[config.mk]
export PLATFORM = sky130hd
export DESIGN_NAME = pid_mul
export DESIGN_NICKNAME = d
export VERILOG_FILES = /design/src/sv/pid_pkg.sv /design/src/sv/pid_mul.sv
export SDC_FILE = /design/constraint.sdc
export NUM_CORES = 2
export LEC_CHECK = 0
export BUFFER_PORTS_ARGS = -buffer_cell sky130_fd_sc_hd__clkbuf_2
export CAP_MARGIN = 5
export CORE_ASPECT_RATIO = 0.5
export CORE_MARGIN = 2
export CORE_UTILIZATION = 35
export CTS_CLUSTER_DIAMETER = 50
export DETAILED_ROUTE_END_ITERATION = 16
export PLACE_DENSITY = 0.51
export SLEW_MARGIN = 40
export SYNTH_ARGS = -nofsm -noshare
export SYNTH_HDL_FRONTEND = slang
export SYNTH_SLANG_ARGS = --single-unit
[constraint.sdc]
create_clock -name clk -period 9.84 [get_ports clk]
set_input_delay 0 -clock clk [delete_from_list [all_inputs] [get_ports clk]]
set_output_delay 0 -clock clk [all_outputs]
set_load 0.01 [all_outputs]
[src/sv/pid_pkg.sv]
// Shared types, register indexes, widths and saturation helpers for the PID core.
// Has no dependencies; every other file of the block imports it.
`timescale 1ns / 1ps
`default_nettype none
package pid_pkg;

  localparam int unsigned DATA_W    = 32;
  localparam int unsigned CFG_IDX_W = 3;
  localparam int unsigned PROD_W    = 2 * DATA_W;
  localparam int unsigned NUM_W     = 2 * DATA_W - 1;
  localparam int unsigned DEN_W     = DATA_W + 1;
  localparam int unsigned DIV_CNT_W = $clog2(NUM_W + 1);

  localparam logic signed [31:0] INT32_MAX = 32'sh7FFF_FFFF;
  localparam logic signed [31:0] INT32_MIN = 32'sh8000_0000;

  localparam logic signed [31:0] RST_PROP_GAIN       = 32'sd65536;
  localparam logic signed [31:0] RST_INTEGRAL_COEF   = 32'sd65536;
  localparam logic signed [31:0] RST_DERIV_TIME      = 32'sd65536;
  localparam logic signed [31:0] RST_DERIV_FILTER    = 32'sd65536;
  localparam logic signed [31:0] RST_SETPOINT_WEIGHT = 32'sd65536;
  localparam logic signed [31:0] RST_OUT_MIN         = 32'sd0;
  localparam logic signed [31:0] RST_OUT_MAX         = 32'sd6553600;

  typedef enum logic [CFG_IDX_W-1:0] {
    REG_PROP_GAIN       = 3'd0,
    REG_INTEGRAL_COEF   = 3'd1,
    REG_DERIV_TIME      = 3'd2,
    REG_DERIV_FILTER    = 3'd3,
    REG_SETPOINT_WEIGHT = 3'd4,
    REG_OUT_MIN         = 3'd5,
    REG_OUT_MAX         = 3'd6
  } cfg_reg_t;

  typedef enum logic [3:0] {
    ST_IDLE,
    ST_BW,
    ST_E,
    ST_KTI,
    ST_P,
    ST_IE,
    ST_KN,
    ST_M,
    ST_BR,
    ST_TD,
    ST_NUM,
    ST_DIV,
    ST_SUM
  } pid_state_t;

  typedef struct packed {
    logic signed [31:0] setpoint;
    logic signed [31:0] measurement;
  } in_item_t;

  typedef struct packed {
    logic signed [31:0] drive;
    logic               clamped;
  } out_item_t;

  typedef struct packed {
    logic             start;
    logic [NUM_W-1:0] dividend;
    logic [DEN_W-1:0] divisor;
  } div_req_t;

  function automatic logic signed [31:0] sat48(input logic signed [47:0] v);
    if (v > 48'sh0000_7FFF_FFFF) begin
      return INT32_MAX;
    end else if (v < 48'shFFFF_8000_0000) begin
      return INT32_MIN;
    end
    return v[31:0];
  endfunction

  function automatic logic signed [31:0] sat34(input logic signed [33:0] v);
    if (v > 34'sh0_7FFF_FFFF) begin
      return INT32_MAX;
    end else if (v < 34'sh3_8000_0000) begin
      return INT32_MIN;
    end
    return v[31:0];
  endfunction

endpackage
`default_nettype wire

[src/sv/pid_mul.sv]
// Shared signed 32 x 32 multiplier with a registered 64-bit product.
// Depends on pid_pkg for the operand and product widths.
`timescale 1ns / 1ps
`default_nettype none
module pid_mul (
  input  wire logic                              clk,
  input  wire logic signed [pid_pkg::DATA_W-1:0] mul_a,
  input  wire logic signed [pid_pkg::DATA_W-1:0] mul_b,
  output logic signed [pid_pkg::PROD_W-1:0]      prod_r
);
  import pid_pkg::*;

  always_ff @(posedge clk) begin
    prod_r <= mul_a * mul_b;
  end

endmodule
`default_nettype wire

## Word-level counts from Yosys, hierarchy flattened

Index checks and enable logic that the tools add are counted.

- Flip-flop bits (word level): 64
- Input bits: 65
- Output and inout port bits: 64
- Word-level logic and storage cells: 2

- $mul: 1

Operators with widths:

| operator | number |
|---|---|
| 32-bit by 32-bit multiplier with 64-bit output | 1 |

## Longest topological paths before layout

- Depth in word-level cells: 1
- Mapped depth: 28

## Worst setup path after synthesis

Ideal clock, no wire load.

- Path kind: input to register
- Start: input port mul_b[2] in the netlist's numbering
- End: register prod_r[62] in the netlist's numbering
- Arrival time: 7189 ps
- Required time: 9768 ps
- Slack: 2579 ps
- Cell stages on the path: 24
- Buffers on the path: 1
- Cells stage by stage: clkbuf_1 nand2_1 inv_1 fa_1 fa_1 fa_1 fa_1 inv_1 fa_1 inv_1 fa_1 inv_1 fa_1 inv_1 fa_1 ha_1 and3_1 nand2_1 or3_1 o22a_1 o211ai_1 a31oi_1 o31ai_1 xor2_1

- Word-level cells in the longest chain between the ends: 1

RTL lines:

| item | line | RTL |
|---|---|---|
| from (decl) | pid_mul.sv:8 | `input wire logic signed [pid_pkg::DATA_W-1:0] mul_b,` |
| 32-bit by 32-bit multiplier with 64-bit output | pid_mul.sv:14 | `prod_r <= mul_a * mul_b;` |
| to (signal assigned) | pid_mul.sv:14 |  |
| to (decl) | pid_mul.sv:9 | `output logic signed [pid_pkg::PROD_W-1:0] prod_r` |

Every way passes these cells.

## Worst setup path in the final report

- Start: input port mul_b[31] in the netlist's numbering
- End: register prod_r[60] in the netlist's numbering

The elaborated chain is that of the path after synthesis.

==> flow_metrics.env <==
export IMPL_maximum_number_of_pins_on_one_net_before_global_route_repair=33
export IMPL_grt_usage_pct=20.6
export IMPL_worst_ep_arrival_time_ns=8.64
export IMPL_worst_path_dominant_cell_family="adder cells"
export IMPL_post_cts_resize_count=0
export IMPL_number_of_global_route_vias_before_repair=28900
export IMPL_first_iter_violations=1239
export IMPL_timing_max_slew_rel_slack_pct=40.2
export IMPL_h_tree_depth=3
export IMPL_end_kind="flip-flop"
export IMPL_fmaxAchievable_mhz=121
export IMPL_dominantRegCellSynth="sky130_fd_sc_hd__dfxtp_1"
export IMPL_syn_to_final_growth_pct=6.19
export IMPL_initial_core_util_pct=35.4
export IMPL_num_rows=84
export IMPL_cts_buffers_inserted=9
export IMPL_fillers=10700
export IMPL_ys_async_sr_fraction_pct=0
export IMPL_num_io_pins=129
export IMPL_netlist_cell_type_count=63
export IMPL_last_weighted_congestion_value_of_the_routability_driven_placer=0.876
export IMPL_path_common_cell="sky130_fd_sc_hd__fa_1"
export IMPL_grt_first_pass_wirelength_mm=170
export IMPL_setup_viol_count_final=0
export IMPL_worst_path_largest_cell_delay_ns=0.82
export IMPL_hpwl_mm=89.0
export IMPL_crit_fanout=18
export IMPL_synth_net_count=5215
export IMPL_largest_register="prod_r"
export IMPL_reg_top3="prod_r: 64 flops"
export IMPL_timing_final_crit_share_pct=84.3
export IMPL_fin_nets=5190
export IMPL_worst_path_max_delay_cell="sky130_fd_sc_hd__clkinv_1"
export IMPL_design_core_area_um2=105000
export IMPL_timing_setup_critical_path_class="in -> reg"
export IMPL_synth_cell_area_um2=37200
export IMPL_syn_instance_count=3884
export IMPL_run_status="complete, no violations"
export IMPL_router_iterations_before_antenna_repair=5
export IMPL_clock_sink_count=64
export IMPL_drv_max_cap_violation_count=0
export IMPL_timing_setup_tns_ns=0
export IMPL_antenna_violating_nets_post_route=0
export IMPL_largest_register_ffs=64
export IMPL_cts_max_path_buffers=2
export IMPL_floorplan_die_width_um=465
export IMPL_vias_per_cell=4.83
export IMPL_ys_warn_count=0
export IMPL_fp_dieH_um=235
export IMPL_number_of_synthesized_flops_with_an_enable_pin=0
export IMPL_min_delay_path_class="in -> reg"
export IMPL_hold_buffers_post_cts=0
export IMPL_syn_mean_instance_area_um2=9.59
export IMPL_vias=25500
export IMPL_cts_clk_pin_slew_worst_paths_ns=0.06
export IMPL_cts_root_buf="sky130_fd_sc_hd__clkbuf_16"
export IMPL_fraction_of_final_layout_cells_with_drive_strength_greater_than_1_pct=5.18
export IMPL_avgRoutedWirePerCell_um=20.4
export IMPL_timing_hold_violations_final=0
export IMPL_finalMaxSlewViolations=0
export IMPL_drt_wirelength_mm=108
export IMPL_worstMarginPinSlew_ns=0.897
export IMPL_tritoncts="yes"
export IMPL_synth_sequential_area_ratio_pct=3.44
export IMPL_critPathLaunchType="input pin"
export IMPL_grt_setup_unrepaired="no"
export IMPL_placement_io_buffers=128
export IMPL_period_needed_ns=8.30
export IMPL_die_area_um2=109000
export IMPL_timing_critical_path_required_ns=10.18
export IMPL_drt_drc_violations_left=0
export IMPL_worst_path_buf_inv=5
export IMPL_grt_overflow_total=0
export IMPL_ys_ff_latch=64
export IMPL_cts_setup_buffers=0
export IMPL_antenna_violations_before_repair=2
==> cells in the final DEF (no fill, tap or decap), types with 6 or more instances in the layout <==
cell / n
sky130_fd_sc_hd__ha_1: 184
sky130_fd_sc_hd__nand3_1: 15
sky130_fd_sc_hd__clkbuf_16: 9
sky130_fd_sc_hd__clkbuf_2: 107
sky130_fd_sc_hd__clkbuf_4: 14
sky130_fd_sc_hd__a31oi_1: 12
sky130_fd_sc_hd__and2_1: 516
sky130_fd_sc_hd__xor2_1: 22
sky130_fd_sc_hd__nand4_1: 7
sky130_fd_sc_hd__a21o_1: 23
sky130_fd_sc_hd__xnor2_1: 53
sky130_fd_sc_hd__nand2b_1: 9
sky130_fd_sc_hd__and3_1: 7
sky130_fd_sc_hd__buf_2: 7
sky130_fd_sc_hd__dfxtp_1: 64
sky130_fd_sc_hd__o21bai_1: 15
sky130_fd_sc_hd__buf_4: 34
sky130_fd_sc_hd__fa_1: 1082
sky130_fd_sc_hd__inv_1: 951
sky130_fd_sc_hd__a21oi_1: 68
sky130_fd_sc_hd__nor3_1: 6
sky130_fd_sc_hd__o31ai_1: 6
sky130_fd_sc_hd__o21ai_0: 28
sky130_fd_sc_hd__nor2_1: 42
sky130_fd_sc_hd__nand2_1: 511
==> kinds of logic (layout without fill, tap and decap cells) <==
kind of cell / after synthesis / after routing / synth area share [%]
xor+xnor: 75 / 75 / 1.76
other cells: 0 / 1 / 0
flops: 64 / 64 / 3.44
buf+inv: 1152 / 1132 / 11.6
simple gates: 1134 / 1134 / 15.4
fa+ha+maj: 1266 / 1266 / 64.3
compound gates: 193 / 193 / 3.46
==> worst paths after layout <==
check / startpoint / to / slack, ns / cells after the start
setup / recovery: mul_b[31] / prod_r[60]$_DFF_P_ / 1.54 / 25
hold / removal: mul_a[0] / prod_r[0]$_DFF_P_ / 0.32 / 2
==> cells in the mapped netlist (all sizes together), types with 4 or more instances <==
master	instances	area share (%)
and2	516	8.7
a21oi	68	0.91
o21a	4	0.081
and3	9	0.17
o21ai	31	0.44
xnor2	53	1.2
inv	952	9.6
nand4	7	0.12
clkbuf	195	2.0
buf	5	0.060
a211oi	8	0.24
nand3	15	0.20
o31ai	7	0.18
or3	5	0.087
ha	184	6.2
nor3	7	0.11
nand2	511	5.2
nand2b	9	0.15
dfxtp	64	3.4
nor2	42	0.42
fa	1082	58
xor2	22	0.52
and4	4	0.10
a31oi	13	0.26
o21bai	15	0.30
a21o	25	0.51
==> metal layers <==
metal	routed length [um]	share of wire [%]	up-vias	global-route usage, %
met4	3840	3.6	0	6.91
met5	0	0	-	0
li1	-	-	11000	-
met2	56900	53	561	37.2
met1	42300	39	13800	25.3
met3	4600	4.3	168	2.65
==> per-stage QoR <==
stage	utilization [%]	cells	cell area (um^2)	worst slack, ns	hold WS (ns)
floorplan	-	3884	37200	2.58	0.127
global placement	37.2	5265	39200	1.37	0.388
detailed placement	37.3	5267	39200	1.18	0.388
CTS	37.5	5283	39500	1.57	0.346
global route	37.6	5284	39500	0.970	0.359
finish	37.6	5284	39500	1.54	0.323
==> final cells by class <==
class | instances | area, um^2 | area share [%]
Multi-Input combinational cell | 2668 | 31600 | 80.0
Inverter | 952 | 3570 | 9.04
Tap cell | 1419 | 1780 | 4.49
Sequential cell | 64 | 1280 | 3.24
Timing Repair Buffer | 164 | 978 | 2.47
Clock buffer | 14 | 264 | 0.668
Clock inverter | 2 | 37.5 | 0.0949
Antenna cell | 1 | 2.50 | 0.00633
Power is left out: the tool's default activity adds up to more than one toggle a clock period on the data nets, which glitch-free logic cannot reach.
