[config.mk]
export PLATFORM = sky130hd
export DESIGN_NAME = pid_div
export DESIGN_NICKNAME = d
export VERILOG_FILES = /design/src/sv/pid_pkg.sv /design/src/sv/pid_div.sv
export SDC_FILE = /design/constraint.sdc
export NUM_CORES = 1
export LEC_CHECK = 0
export BUFFER_PORTS_ARGS = -buffer_cell sky130_fd_sc_hd__clkbuf_2
export CORE_ASPECT_RATIO = 0.6
export CORE_MARGIN = 5
export CORE_UTILIZATION = 40
export CTS_CLUSTER_DIAMETER = 40
export DETAILED_ROUTE_END_ITERATION = 6
export PLACE_DENSITY = 0.68
export SLEW_MARGIN = 30
export SYNTH_ARGS = -nofsm -noshare
export SYNTH_HDL_FRONTEND = slang
export SYNTH_SLANG_ARGS = --single-unit
[constraint.sdc]
create_clock -name clk -period 4.26 [get_ports clk]
set_clock_uncertainty 0.15 [all_clocks]
set_input_delay 0.852 -clock clk [delete_from_list [all_inputs] [get_ports clk]]
set_output_delay 0.852 -clock clk [all_outputs]
set_load 0.05 [all_outputs]
[src/sv/pid_pkg.sv]
// Shared types, register indexes, widths and saturation helpers for the PID core.
// Has no dependencies; every other file of the block imports it.
`timescale 1ns / 1ps
`default_nettype none
package pid_pkg;

  localparam int unsigned DATA_W    = 32;
  localparam int unsigned CFG_IDX_W = 3;
  localparam int unsigned PROD_W    = 2 * DATA_W;
  localparam int unsigned NUM_W     = 2 * DATA_W - 1;
  localparam int unsigned DEN_W     = DATA_W + 1;
  localparam int unsigned DIV_CNT_W = $clog2(NUM_W + 1);

  localparam logic signed [31:0] INT32_MAX = 32'sh7FFF_FFFF;
  localparam logic signed [31:0] INT32_MIN = 32'sh8000_0000;

  localparam logic signed [31:0] RST_PROP_GAIN       = 32'sd65536;
  localparam logic signed [31:0] RST_INTEGRAL_COEF   = 32'sd65536;
  localparam logic signed [31:0] RST_DERIV_TIME      = 32'sd65536;
  localparam logic signed [31:0] RST_DERIV_FILTER    = 32'sd65536;
  localparam logic signed [31:0] RST_SETPOINT_WEIGHT = 32'sd65536;
  localparam logic signed [31:0] RST_OUT_MIN         = 32'sd0;
  localparam logic signed [31:0] RST_OUT_MAX         = 32'sd6553600;

  typedef enum logic [CFG_IDX_W-1:0] {
    REG_PROP_GAIN       = 3'd0,
    REG_INTEGRAL_COEF   = 3'd1,
    REG_DERIV_TIME      = 3'd2,
    REG_DERIV_FILTER    = 3'd3,
    REG_SETPOINT_WEIGHT = 3'd4,
    REG_OUT_MIN         = 3'd5,
    REG_OUT_MAX         = 3'd6
  } cfg_reg_t;

  typedef enum logic [3:0] {
    ST_IDLE,
    ST_BW,
    ST_E,
    ST_KTI,
    ST_P,
    ST_IE,
    ST_KN,
    ST_M,
    ST_BR,
    ST_TD,
    ST_NUM,
    ST_DIV,
    ST_SUM
  } pid_state_t;

  typedef struct packed {
    logic signed [31:0] setpoint;
    logic signed [31:0] measurement;
  } in_item_t;

  typedef struct packed {
    logic signed [31:0] drive;
    logic               clamped;
  } out_item_t;

  typedef struct packed {
    logic             start;
    logic [NUM_W-1:0] dividend;
    logic [DEN_W-1:0] divisor;
  } div_req_t;

  function automatic logic signed [31:0] sat48(input logic signed [47:0] v);
    if (v > 48'sh0000_7FFF_FFFF) begin
      return INT32_MAX;
    end else if (v < 48'shFFFF_8000_0000) begin
      return INT32_MIN;
    end
    return v[31:0];
  endfunction

  function automatic logic signed [31:0] sat34(input logic signed [33:0] v);
    if (v > 34'sh0_7FFF_FFFF) begin
      return INT32_MAX;
    end else if (v < 34'sh3_8000_0000) begin
      return INT32_MIN;
    end
    return v[31:0];
  endfunction

endpackage
`default_nettype wire

[src/sv/pid_div.sv]
// Restoring divider for unsigned magnitudes, one quotient bit per cycle.
// Depends on pid_pkg for widths and the request struct.
`timescale 1ns / 1ps
`default_nettype none
module pid_div (
  input  wire logic                 clk,
  input  wire logic                 rst_n,
  input  wire pid_pkg::div_req_t    req,
  output logic                      busy,
  output logic [pid_pkg::NUM_W-1:0] quotient
);
  import pid_pkg::*;

  logic [NUM_W-1:0]     quo_r, quo_nxt;
  logic [DEN_W-1:0]     rem_r, rem_nxt;
  logic [DEN_W-1:0]     den_r, den_nxt;
  logic [DIV_CNT_W-1:0] cnt_r, cnt_nxt;
  logic [DEN_W:0]       shifted;
  logic [DEN_W:0]       trial;
  logic                 fits;

  assign busy     = (cnt_r != '0);
  assign quotient = quo_r;
  assign shifted  = {rem_r, quo_r[NUM_W-1]};
  assign trial    = shifted - {1'b0, den_r};
  assign fits     = (shifted >= {1'b0, den_r});

  always_comb begin
    quo_nxt = quo_r;
    rem_nxt = rem_r;
    den_nxt = den_r;
    cnt_nxt = cnt_r;
    if (req.start) begin
      quo_nxt = req.dividend;
      rem_nxt = '0;
      den_nxt = req.divisor;
      cnt_nxt = DIV_CNT_W'(NUM_W);
    end else if (busy) begin
      rem_nxt = fits ? trial[DEN_W-1:0] : shifted[DEN_W-1:0];
      quo_nxt = {quo_r[NUM_W-2:0], fits};
      cnt_nxt = cnt_r - 1'b1;
    end
  end

  always_ff @(posedge clk) begin
    if (!rst_n) begin
      cnt_r <= '0;
    end else begin
      cnt_r <= cnt_nxt;
    end
    quo_r <= quo_nxt;
    rem_r <= rem_nxt;
    den_r <= den_nxt;
  end

endmodule
`default_nettype wire

Word-level counts from Yosys, hierarchy flattened. Cells that the tools add are included.

Muxes and demuxes: 5. $add $sub $neg: 2. Reductions and logical operators: 2. Order comparisons: 1.

Operators with widths (number): 63-bit 2-to-1 mux (2); 34-bit by 33-bit >= comparator with 1-bit output (1); 33-bit 2-to-1 mux (1); 33-bit subtractor (1); 6-bit 2-to-1 mux (2); 6-bit nonzero test (1); 6-bit by 1-bit subtractor with 6-bit output, second input constant (1); 2-bit nonzero test (1).

Flip-flop bits (word level): 135. Bits of input ports: 99. Word-level logic and storage cells: 14. Output and inout bits: 64.

Logic depth before layout (Yosys ltp). Gate-level depths: netlist of run 1.

Depth in word-level cells: 3. Gate-level depth with buffers: 14. Gate-level depth less buffers: 13.

Worst setup path before layout of run 1. OpenSTA, ideal clock, no wires.

Path type: input -> register. Start point: in req[96] (netlist bit). End point: reg quo_r[0], in the netlist quotient[0] (enable). Required time: 3693 ps. Path buffers: 2. Library setup time: 417 ps. Stages: 4. Slack: 926 ps. Data arrival time: 2767 ps. Cell sequence: clkbuf_1 clkbuf_1 nor2_1 inv_1.

Cells in the longest elaborated chain, start to end: 1.

RTL lines: start, declared (line pid_div.sv:8) `input wire pid_pkg::div_req_t req,`; 2-bit nonzero test (no source line); end signal, assigned (line pid_div.sv:51) `quo_r <= quo_nxt;`; end, declared (line pid_div.sv:14) `logic [NUM_W-1:0] quo_r, quo_nxt;`.

No other way between the ends. A chain may end at the register's enable or synchronous reset.

Worst setup path in the final report of run 1.
Start point: reg quo_r[62], in the netlist quotient[62]. End point: reg rem_r[5].

Cells in the longest elaborated chain, start to end: 2. Elaborated cells on any way between the ends: 3. Classes of those cells: add/sub: 1; order compare: 1; mux: 1.

RTL lines: 33-bit subtractor / 34-bit by 33-bit >= comparator with 1-bit output (equally long branches) (line pid_div.sv:25, pid_div.sv:26); 33-bit 2-to-1 mux * (line pid_div.sv:39) `rem_nxt = fits ? trial[DEN_W-1:0] : shifted[DEN_W-1:0];`; end signal, assigned (line pid_div.sv:52) `rem_r <= rem_nxt;`; end, declared (line pid_div.sv:15) `logic [DEN_W-1:0] rem_r, rem_nxt;`.

Every way passes the cells marked *; elsewhere a longest branch is shown, timed or not.

==> results.py, run 1 <==
metrics = {
    "clock_tree": {
        "ctsResizeCount": 0,
        "cts.htree.levels": 4,
        "cts_tree": "yes",
        "cts_buffers": 17,
        "clkSinkCount": 135,
        "cts_root_buf": "clkbuf_16",
        "clockBufferDepth": 2,
        "clk_pin_slew_worst_paths_ps": 60,
        "insertion_delay_ps": 420,
        "hold_buffers": 0,
        "cts_setup_buffers": 0,
    },
    "power_and_ir_drop": {
        "p_leak_uw": 0.00396,
        "peakVddDrop_mv": 0.315,
        "p_per_area_nw_per_um2": 635,
        "total_power_uw": 5680,
    },
    "yosys": {
        "syn_inst": 661,
        "synthDistinctLibCells": 59,
        "seq_area_frac_synth_pct": 50.1,
        "synth_top_cell_by_area": "edfxtp_1",
        "synthTopCellsByArea": "edfxtp_1, dfxtp_1, mux2_2",
        "yosys.cell_count.top_type": "edfxtp_1",
        "synthTopCellsByCount": "edfxtp_1, mux2_2, nand2_1, nor2_1",
        "synth_flop_cell": "edfxtp_1",
        "postSynthAreaPerCell_um2": 11.1,
        "synth-seq-cells": 135,
        "ys_async_sr_fraction_pct": 0,
        "syn-cell-area_um2": 7320,
        "synth_top_area_share_pct": 39.4,
        "syn-num-nets": 795,
        "synth_edf_count": 96,
        "yosys_warnings": 0,
    },
    "sta": {
        "hold_viol": 0,
        "slew_headroom_pct": 57.6,
        "fin_crit_ps": 3540,
        "rsz0062_at_grt": "no",
        "timing.hold.ws_ps": 342,
        "finalSetupViolCount": 0,
        "finalCritPeriodShare_pct": 83.0,
        "setup_tns_ps": 0,
        "worstMarginPinSlew_ps": 635,
        "finalMaxSlewViolations": 0,
        "layout_setup_ws_ps": 724,
        "fmax_mhz": 283,
    },
    "worst_setup_path": {
        "crit_type": "reg -> reg",
        "worstPathMaxFanout": 34,
        "cp_data_required_time_ps": 4380,
        "rrSetupSlack_ps": 720,
        "cp-start-kind": "flip-flop",
        "arrival_ps": 3660,
        "end_kind": "flip-flop",
    },
    "placed_design": {
        "portBuffers": 162,
        "dpl_worst_slack_ps": 761,
        "hpwl_mm": 13.2,
        "gp_congestion": 0.869,
    },
    "routing": {
        "drt_iter0_markers": 558,
        "vias_per_cell": 5.30,
        "drc": 0,
        "routedWlPerCell_um": 16.9,
        "vias": 5686,
        "antenna_left": 0,
        "firstDrtPassIters": 5,
        "totalWireLength_mm": 18.2,
    },
    "floorplan": {
        "fp.dieH_um": 115,
        "die-area_um2": 21200,
        "die_w_um": 185,
        "core-area_um2": 18000,
        "io_pins": 163,
        "rows": 38,
        "start_util_pct": 40.6,
    },
    "layout": {
        "n_antenna_cell": 0,
        "nFillCells": 1654,
        "drive_above_1_share_pct": 32.7,
        "synthToLayoutAreaGrowth_pct": 22.2,
        "fin_nets": 953,
    },
    "run_status": {
        "outcome": "finished, final reports clean",
    },
    "grt": {
        "grt_max_degree": 115,
        "grt.total_usage_pct": 17.0,
        "antenna_found_initial": 0,
        "grt_pass1_vias": 5302,
        "grt_pass1_wl_mm": 28.4,
        "grt_overflow_total": 0,
    },
    "min_path": {
        "hold_path_class": "reg -> reg",
    },
    "flow_run": {
        "maxCapViolations": 0,
    },
}
[cell usage in the layout, fill, tap and decap left out, drive strengths merged, types with 6 or more instances in the layout]
| cell type | Yosys | layout |
|---|---|---|
| clkbuf | 23 | 184 |
| edfxtp | 96 | 96 |
| mux2 | 62 | 62 |
| nand2 | 43 | 43 |
| nor2 | 42 | 42 |
| a21oi | 41 | 41 |
| inv | 41 | 41 |
| dfxtp | 39 | 39 |
| ha | 34 | 34 |
| o21ai | 24 | 24 |
| nor3 | 20 | 20 |
| a21o | 17 | 17 |
| a211oi | 17 | 17 |
| xor2 | 16 | 16 |
| nand3 | 14 | 14 |
| o211ai | 14 | 14 |
| o211a | 11 | 11 |
| xnor2 | 11 | 11 |
| a21boi | 9 | 9 |
| buf | 8 | 9 |
| and3 | 7 | 7 |
| clkinv | 1 | 7 |
| a31oi | 6 | 6 |
[critical path, stage by stage (launching register included)]
cell      delay [ps]
edfxtp_1         420
inv_1             80
ha_1             170
inv_1             60
fa_1             400
a21o_1           220
nand4_1          120
a21oi_1          110
o21ai_1          380
o31ai_2          150
a31oi_4          330
buf_4            410
nor2_1            90
a211oi_1         230
nor3_1            80
[power by group]
| group | switching [uW] | internal (uW) |
|---|---|---|
| Sequential | 186 | 1680 |
| Clock | 547 | 874 |
| Combinational | 1460 | 921 |
[sequential cells by signal, summed over array words and instances, names as in the netlist]
register / count
quotient: 63
den_r: 33
cnt_r: 6
rem_r: 33
[worst paths after layout]
| path | startpoint | endpoint | depth (start not counted) |
|---|---|---|---|
| worst max-delay path | quotient[62] | rem_r[5] | 14 |
| worst min-delay path | rem_r[32] | rem_r[32] | 2 |
| worst max register to register | quotient[62] | rem_r[5] | 14 |
| worst min register to register | rem_r[32] | rem_r[32] | 2 |
[stage by stage]
stage,std cells,instance area [um^2],util [%]
after floorplan,661,7320,-
after global placement,1040,8380,46.5
after detailed placement,1040,8380,46.5
after CTS,1072,8940,49.6
after global routing,1072,8940,49.6
final,1072,8940,49.6
[cell type report]
type                       instances  area, um^2  area share, %
clock buffer                      23         458           5.12
tap                              240         300           3.36
timing repair buffer             170         898           10.0
sequential                       135        3660           41.0
inverter                          42         158           1.76
multi-input combinational        453        3360           37.6
clock inverter                     9         104           1.16
[metal layers]
layer	vias up	track usage [%]	wire length (um)	part of all wire [%]
met1	2687	26.6	9180	51
li1	2769	-	-	-
met4	0	4.33	183	1.0
met2	214	23.6	7410	41
met3	16	4.05	1390	7.6
met5	-	0	0	0
[cell families after synthesis]
kind of cell | share of synthesized area [%]
xor+xnor | 3.23
buf+inv | 4.10
simple gates | 10.0
fa+ha+maj | 6.09
compound gates | 16.5
flops | 50.1
mux | 9.95
Note: power is estimated with default switching activity, not from simulation.
==> inputs of run 2 (changes only) <==
- ABC_AREA: not set -> 1
- PLACE_DENSITY: 0.68 -> 0.69
- clock period: 4.26 -> 3.1 ns (I/O delays scaled with it)
==> results.py, run 2 <==
metrics = {
    "yosys": {
        "postSynthAreaPerCell_um2": 7.21,
        "synthTopCellsByArea": "edfxtp_1, nand2_1, dfxtp_1",
        "synth_flop_cell": "edfxtp_1",
        "yosys.cell_count.top_type": "nand2_1",
        "yosys_warnings": 0,
        "synth-seq-cells": 135,
        "syn-cell-area_um2": 8260,
        "syn-num-nets": 1279,
        "seq_area_frac_synth_pct": 44.4,
        "synth_top_cell_by_area": "edfxtp_1",
        "syn_inst": 1145,
        "ys_async_sr_fraction_pct": 0,
        "synthDistinctLibCells": 37,
        "synth_top_area_share_pct": 34.9,
        "synth_edf_count": 96,
        "synthTopCellsByCount": "nand2_1, inv_1, edfxtp_1, nand3_1, nor2_1",
    },
    "floorplan": {
        "start_util_pct": 40.9,
        "core-area_um2": 20200,
        "die-area_um2": 23700,
        "rows": 40,
        "fp.dieH_um": 121,
        "io_pins": 163,
        "die_w_um": 195,
    },
    "routing": {
        "firstDrtPassIters": 6,
        "antenna_left": 0,
        "vias": 7502,
        "drt_iter0_markers": 671,
        "drc": 0,
        "vias_per_cell": 4.72,
        "routedWlPerCell_um": 14.8,
        "totalWireLength_mm": 23.6,
    },
    "grt": {
        "grt.total_usage_pct": 20.1,
        "grt_overflow_total": 0,
        "grt_pass1_vias": 6972,
        "grt_max_degree": 96,
        "antenna_found_initial": 0,
        "grt_pass1_wl_mm": 37.7,
    },
    "run_status": {
        "outcome": "finished, final reports clean",
    },
    "worst_setup_path": {
        "rr_worst_depth": 13,
        "crit_type": "reg -> reg",
        "cp_common_cell": "nand2_1",
        "end_kind": "flip-flop",
        "reg2reg_from": "quotient[62]",
        "cp_data_required_time_ps": 3320,
        "worst-path-stages": 13,
        "critPathTopFamily": "simple AND/OR/NAND/NOR gates",
        "rrSetupSlack_ps": 360,
        "cp_slowest_stage_delay_ps": 460,
        "cp_slowest_cell": "fa_1",
        "cp.buffers_inverters": 2,
        "worstReg2RegEnd": "rem_r[21]",
        "arrival_ps": 2960,
        "cp-start-kind": "flip-flop",
        "cp_cell_sequence": "inv_1, ha_1, inv_1, fa_1, nand3_1, nand3_2, nand2_1, nand2_2, nand2_4, nand2_4, nand2_1, nand3_1, nand2_1",
        "worstPathMaxFanout": 32,
    },
    "clock_tree": {
        "cts_setup_buffers": 0,
        "cts.htree.levels": 4,
        "cts_tree": "yes",
        "cts_root_buf": "clkbuf_16",
        "cts_buffers": 17,
        "clkSinkCount": 135,
        "clk_pin_slew_worst_paths_ps": 60,
        "ctsResizeCount": 0,
        "clockBufferDepth": 2,
        "insertion_delay_ps": 430,
        "hold_buffers": 0,
    },
    "sta": {
        "slew_headroom_pct": 63.7,
        "layout_setup_ws_ps": 361,
        "finalCritPeriodShare_pct": 88.4,
        "worstMarginPinSlew_ps": 544,
        "finalSetupViolCount": 0,
        "finalMaxSlewViolations": 0,
        "fin_crit_ps": 2740,
        "setup_tns_ps": 0,
        "rsz0062_at_grt": "no",
        "fmax_mhz": 365,
        "hold_viol": 0,
    },
    "layout": {
        "regArea_um2": 3660,
        "final_common_cell": "nand2_1",
        "synthToLayoutAreaGrowth_pct": 20.7,
        "multi_input_area_um2": 3720,
        "fin_nets": 1438,
        "largest_reg_flops": 63,
        "final_cell_mix": "nand2_1, inv_1, clkbuf_2",
        "drive_above_1_share_pct": 16.9,
        "nFillCells": 2001,
        "n_antenna_cell": 0,
    },
    "power_and_ir_drop": {
        "comb_power_share_pct": 45.9,
        "switching_share_pct": 43.6,
        "p_leak_uw": 0.00534,
        "internal_power_uw": 4870,
        "peakVddDrop_mv": 0.481,
        "pwr-share-clk_pct": 24.9,
        "power.switching_uw": 3760,
        "p_seq_share_pct": 29.2,
        "p_per_area_nw_per_um2": 866,
    },
    "min_path": {
        "worstHoldEndpoint": "den_r[31]",
        "hold_path_class": "in -> reg",
        "hold_depth": 1,
        "hold_path_startpoint": "req[31]",
    },
    "placed_design": {
        "hpwl_mm": 17.9,
        "portBuffers": 162,
        "dpl_worst_slack_ps": 415,
        "gp_congestion": 0.971,
    },
    "flow_run": {
        "maxCapViolations": 0,
    },
}
==> run 2: final cells by class <==
class                           count  share of cell area (%)
Multi-Input combinational cell    787                    37.3
Sequential cell                   135                    36.8
Timing Repair Buffer              170                    9.02
Inverter                          193                    7.27
Clock buffer                       17                    4.27
Tap cell                          273                    3.43
Clock inverter                     15                    1.91
==> run 2: power groups by stage <==
stage	clock network, uW	registers [uW]	logic (uW)
final	2150	2520	3960
after global routing	2270	2560	4440
after CTS	2190	2520	3900
after detailed placement	0	2540	3880
after global placement	0	2540	3870
after floorplan	0	2870	2600
==> run 2: metal layers <==
layer  GRT usage [%]  vias to the layer above  routed length, um
li1                -                     3875                  -
met1            31.9                     3312              12000
met2            26.1                      301               9030
met3            6.05                       14               2400
met4            4.32                        0                175
met5               0                        -                  0
==> run 2: how the worst max path moves through the flow <==
| stage | to | from | slack [ps] |
|---|---|---|---|
| detailed placement | rem_r[10] | quotient[62] | 410 |
| global placement | rem_r[29] | quotient[62] | 510 |
| finish | rem_r[21] | quotient[62] | 360 |
| global route | rem_r[18] | quotient[62] | 110 |
| CTS | rem_r[21] | quotient[62] | 360 |
| floorplan | quotient[0] | cnt_r[0] | 190 |
==> run 2: kinds of logic (layout without fill, tap and decap cells) <==
family | Yosys count | in the layout | share of synthesized area (%)
flops | 135 | 135 | 44.4
fa+ha+maj | 35 | 35 | 5.39
simple gates | 691 | 691 | 35.0
compound gates | 44 | 44 | 2.86
xor+xnor | 17 | 17 | 1.80
buf+inv | 223 | 395 | 10.6
==> run 2: per-stage QoR <==
step,instance area [um^2],utilization (%),instances,hold WS (ps),power [uW]
after global placement,9350,46.3,1558,287,6410
after detailed placement,9350,46.3,1558,298,6420
after global routing,9960,49.4,1590,193,9280
final,9960,49.4,1590,212,8630
after CTS,9960,49.4,1590,192,8610
after floorplan,8260,-,1145,276,5470
==> inputs of run 3 (changes only) <==
==> constraint.sdc (replaced) <==
create_clock -name clk -period 3.1 [get_ports clk]
set_clock_uncertainty 0.15 [all_clocks]
set_input_delay 0.31 -clock clk [delete_from_list [all_inputs] [get_ports clk]]
set_output_delay 0.31 -clock clk [all_outputs]
set_load 0.05 [all_outputs]
==> results.py, run 3 (synthesized netlist as in run 2, its figures left out) <==
metrics = {
    "routing": {
        "antenna_left": 0,
        "totalWireLength_mm": 24.8,
        "drt_iter0_markers": 800,
        "vias": 7952,
        "drc": 0,
        "firstDrtPassIters": 5,
        "vias_per_cell": 4.79,
        "routedWlPerCell_um": 15.0,
    },
    "clock_tree": {
        "clk_pin_slew_worst_paths_ps": 60,
        "cts_buffers": 17,
        "ctsResizeCount": 0,
        "cts_tree": "yes",
        "cts_root_buf": "clkbuf_16",
        "cts_setup_buffers": 0,
        "clkSinkCount": 135,
        "insertion_delay_ps": 430,
        "clockBufferDepth": 2,
        "cts.htree.levels": 4,
    },
    "layout": {
        "n_antenna_cell": 0,
        "largest_reg_flops": 63,
        "drive_above_1_share_pct": 16.1,
        "fin_nets": 1509,
        "final_common_cell": "nand2_1",
        "nFillCells": 1919,
        "multi_input_area_um2": 3720,
        "final_cell_mix": "nand2_1, inv_1, clkbuf_2",
        "regArea_um2": 3660,
        "synthToLayoutAreaGrowth_pct": 28.4,
    },
    "sta": {
        "rsz0062_at_grt": "no",
        "finalCritPeriodShare_pct": 86.1,
        "finalMaxSlewViolations": 0,
        "fmax_mhz": 375,
        "finalSetupViolCount": 0,
        "worstMarginPinSlew_ps": 497,
        "setup_tns_ps": 0,
        "fin_crit_ps": 2670,
        "slew_headroom_pct": 66.9,
        "hold_viol": 0,
    },
    "worst_setup_path": {
        "cp_slowest_stage_delay_ps": 470,
        "rr_worst_depth": 13,
        "cp_data_required_time_ps": 3310,
        "cp-startpoint": "quotient[62]",
        "worstPathMaxFanout": 32,
        "reg2reg_from": "quotient[62]",
        "end_kind": "flip-flop",
        "cp-start-kind": "flip-flop",
        "cp_cell_sequence": "inv_1, ha_1, inv_1, fa_1, nand3_1, nand3_2, nand2_1, nand2_2, nand2_4, nand2_4, nand2_1, nand3_1, o21ai_1",
        "arrival_ps": 2870,
        "rrSetupSlack_ps": 430,
        "cp_slowest_cell": "fa_1",
        "crit_type": "reg -> reg",
        "worstReg2RegEnd": "rem_r[14]",
    },
    "floorplan": {
        "die-area_um2": 23700,
        "start_util_pct": 40.9,
        "core-area_um2": 20200,
        "io_pins": 163,
        "rows": 40,
        "die_w_um": 195,
        "fp.dieH_um": 121,
    },
    "grt": {
        "antenna_found_initial": 0,
        "grt_pass1_vias": 7616,
        "grt_max_degree": 98,
        "grt_overflow_total": 0,
        "grt_pass1_wl_mm": 40.2,
        "met3_usage_pct": 5.80,
        "grt.total_usage_pct": 21.2,
        "grtUsageMet2_pct": 29.2,
        "gr-usage-met1_pct": 32.9,
        "grt_most_used_layer": "met1",
    },
    "placed_design": {
        "hpwl_mm": 18.3,
        "gp_congestion": 0.978,
        "portBuffers": 162,
    },
    "run_status": {
        "outcome": "finished, final reports clean",
    },
    "min_path": {
        "hold_path_startpoint": "req[51]",
        "worstHoldEndpoint": "quotient[18]",
        "hold_depth": 3,
        "hold_path_class": "in -> reg",
    },
    "power_and_ir_drop": {
        "total_power_uw": 8520,
        "peakVddDrop_mv": 0.451,
        "p_leak_uw": 0.00560,
        "p_per_area_nw_per_um2": 803,
    },
    "flow_run": {
        "maxCapViolations": 0,
    },
}
run 3: how the worst max path moves through the flow:
stage / end / slack, ps / cells after the start
floorplan: quotient[0] / 190 / 8
global placement: rem_r[31] / 620 / 13
CTS: rem_r[14] / 460 / 13
finish: rem_r[14] / 430 / 13
detailed placement: rem_r[14] / 480 / 13
global route: rem_r[2] / 220 / 13
run 3: through the flow:
step                      hold WS [ps]  setup WS (ps)  std cells  instance area (um^2)  util [%]
final                             9.55            431       1661                 10600      52.6
after global routing              3.13            220       1661                 10600      52.6
after CTS                        0.143            459       1661                 10600      52.6
after detailed placement           304            479       1562                  9380      46.5
after global placement             287            619       1562                  9380      46.5
after floorplan                    259            187       1145                  8260         -
run 3: cell type report:
type	instances	share of cell area, %
timing repair buffer	241	15.1
tap	273	3.22
sequential	135	34.6
clock buffer	21	4.25
clock inverter	11	0.956
inverter	193	6.83
multi-input combinational	787	35.1
run 3: critical path: cells and delay by family, from the launching register on:
family / cells / cell delay [ps]
and+or+nand+nor: 8 / 1170
adders and majority gates: 2 / 610
DFF: 1 / 390
AOI/OAI and AO/OA: 1 / 100
buffers and inverters: 2 / 170
run 3: repair_timing:
action / 4_1_cts / 5_1_grt
endpoints found under the setup margin: 0 / 0
endpoints found under the hold margin: 68 / 0
hold buffers: 67 / 0
run 3: power by group:
part	internal [uW]	leakage, uW	switching [uW]
combinational	1350	0.00401	2730
clock	1120	0.000259	783
sequential	2300	0.00133	226
total	4780	0.00560	3740
run 3: routing by layer:
metal | wire [um] | vias up | share of wire, %
met3 | 2380 | 14 | 9.6
met4 | 126 | 0 | 0.51
met2 | 9870 | 321 | 40
met1 | 12500 | 3604 | 50
met5 | 0 | - | 0
li1 | - | 4013 | -
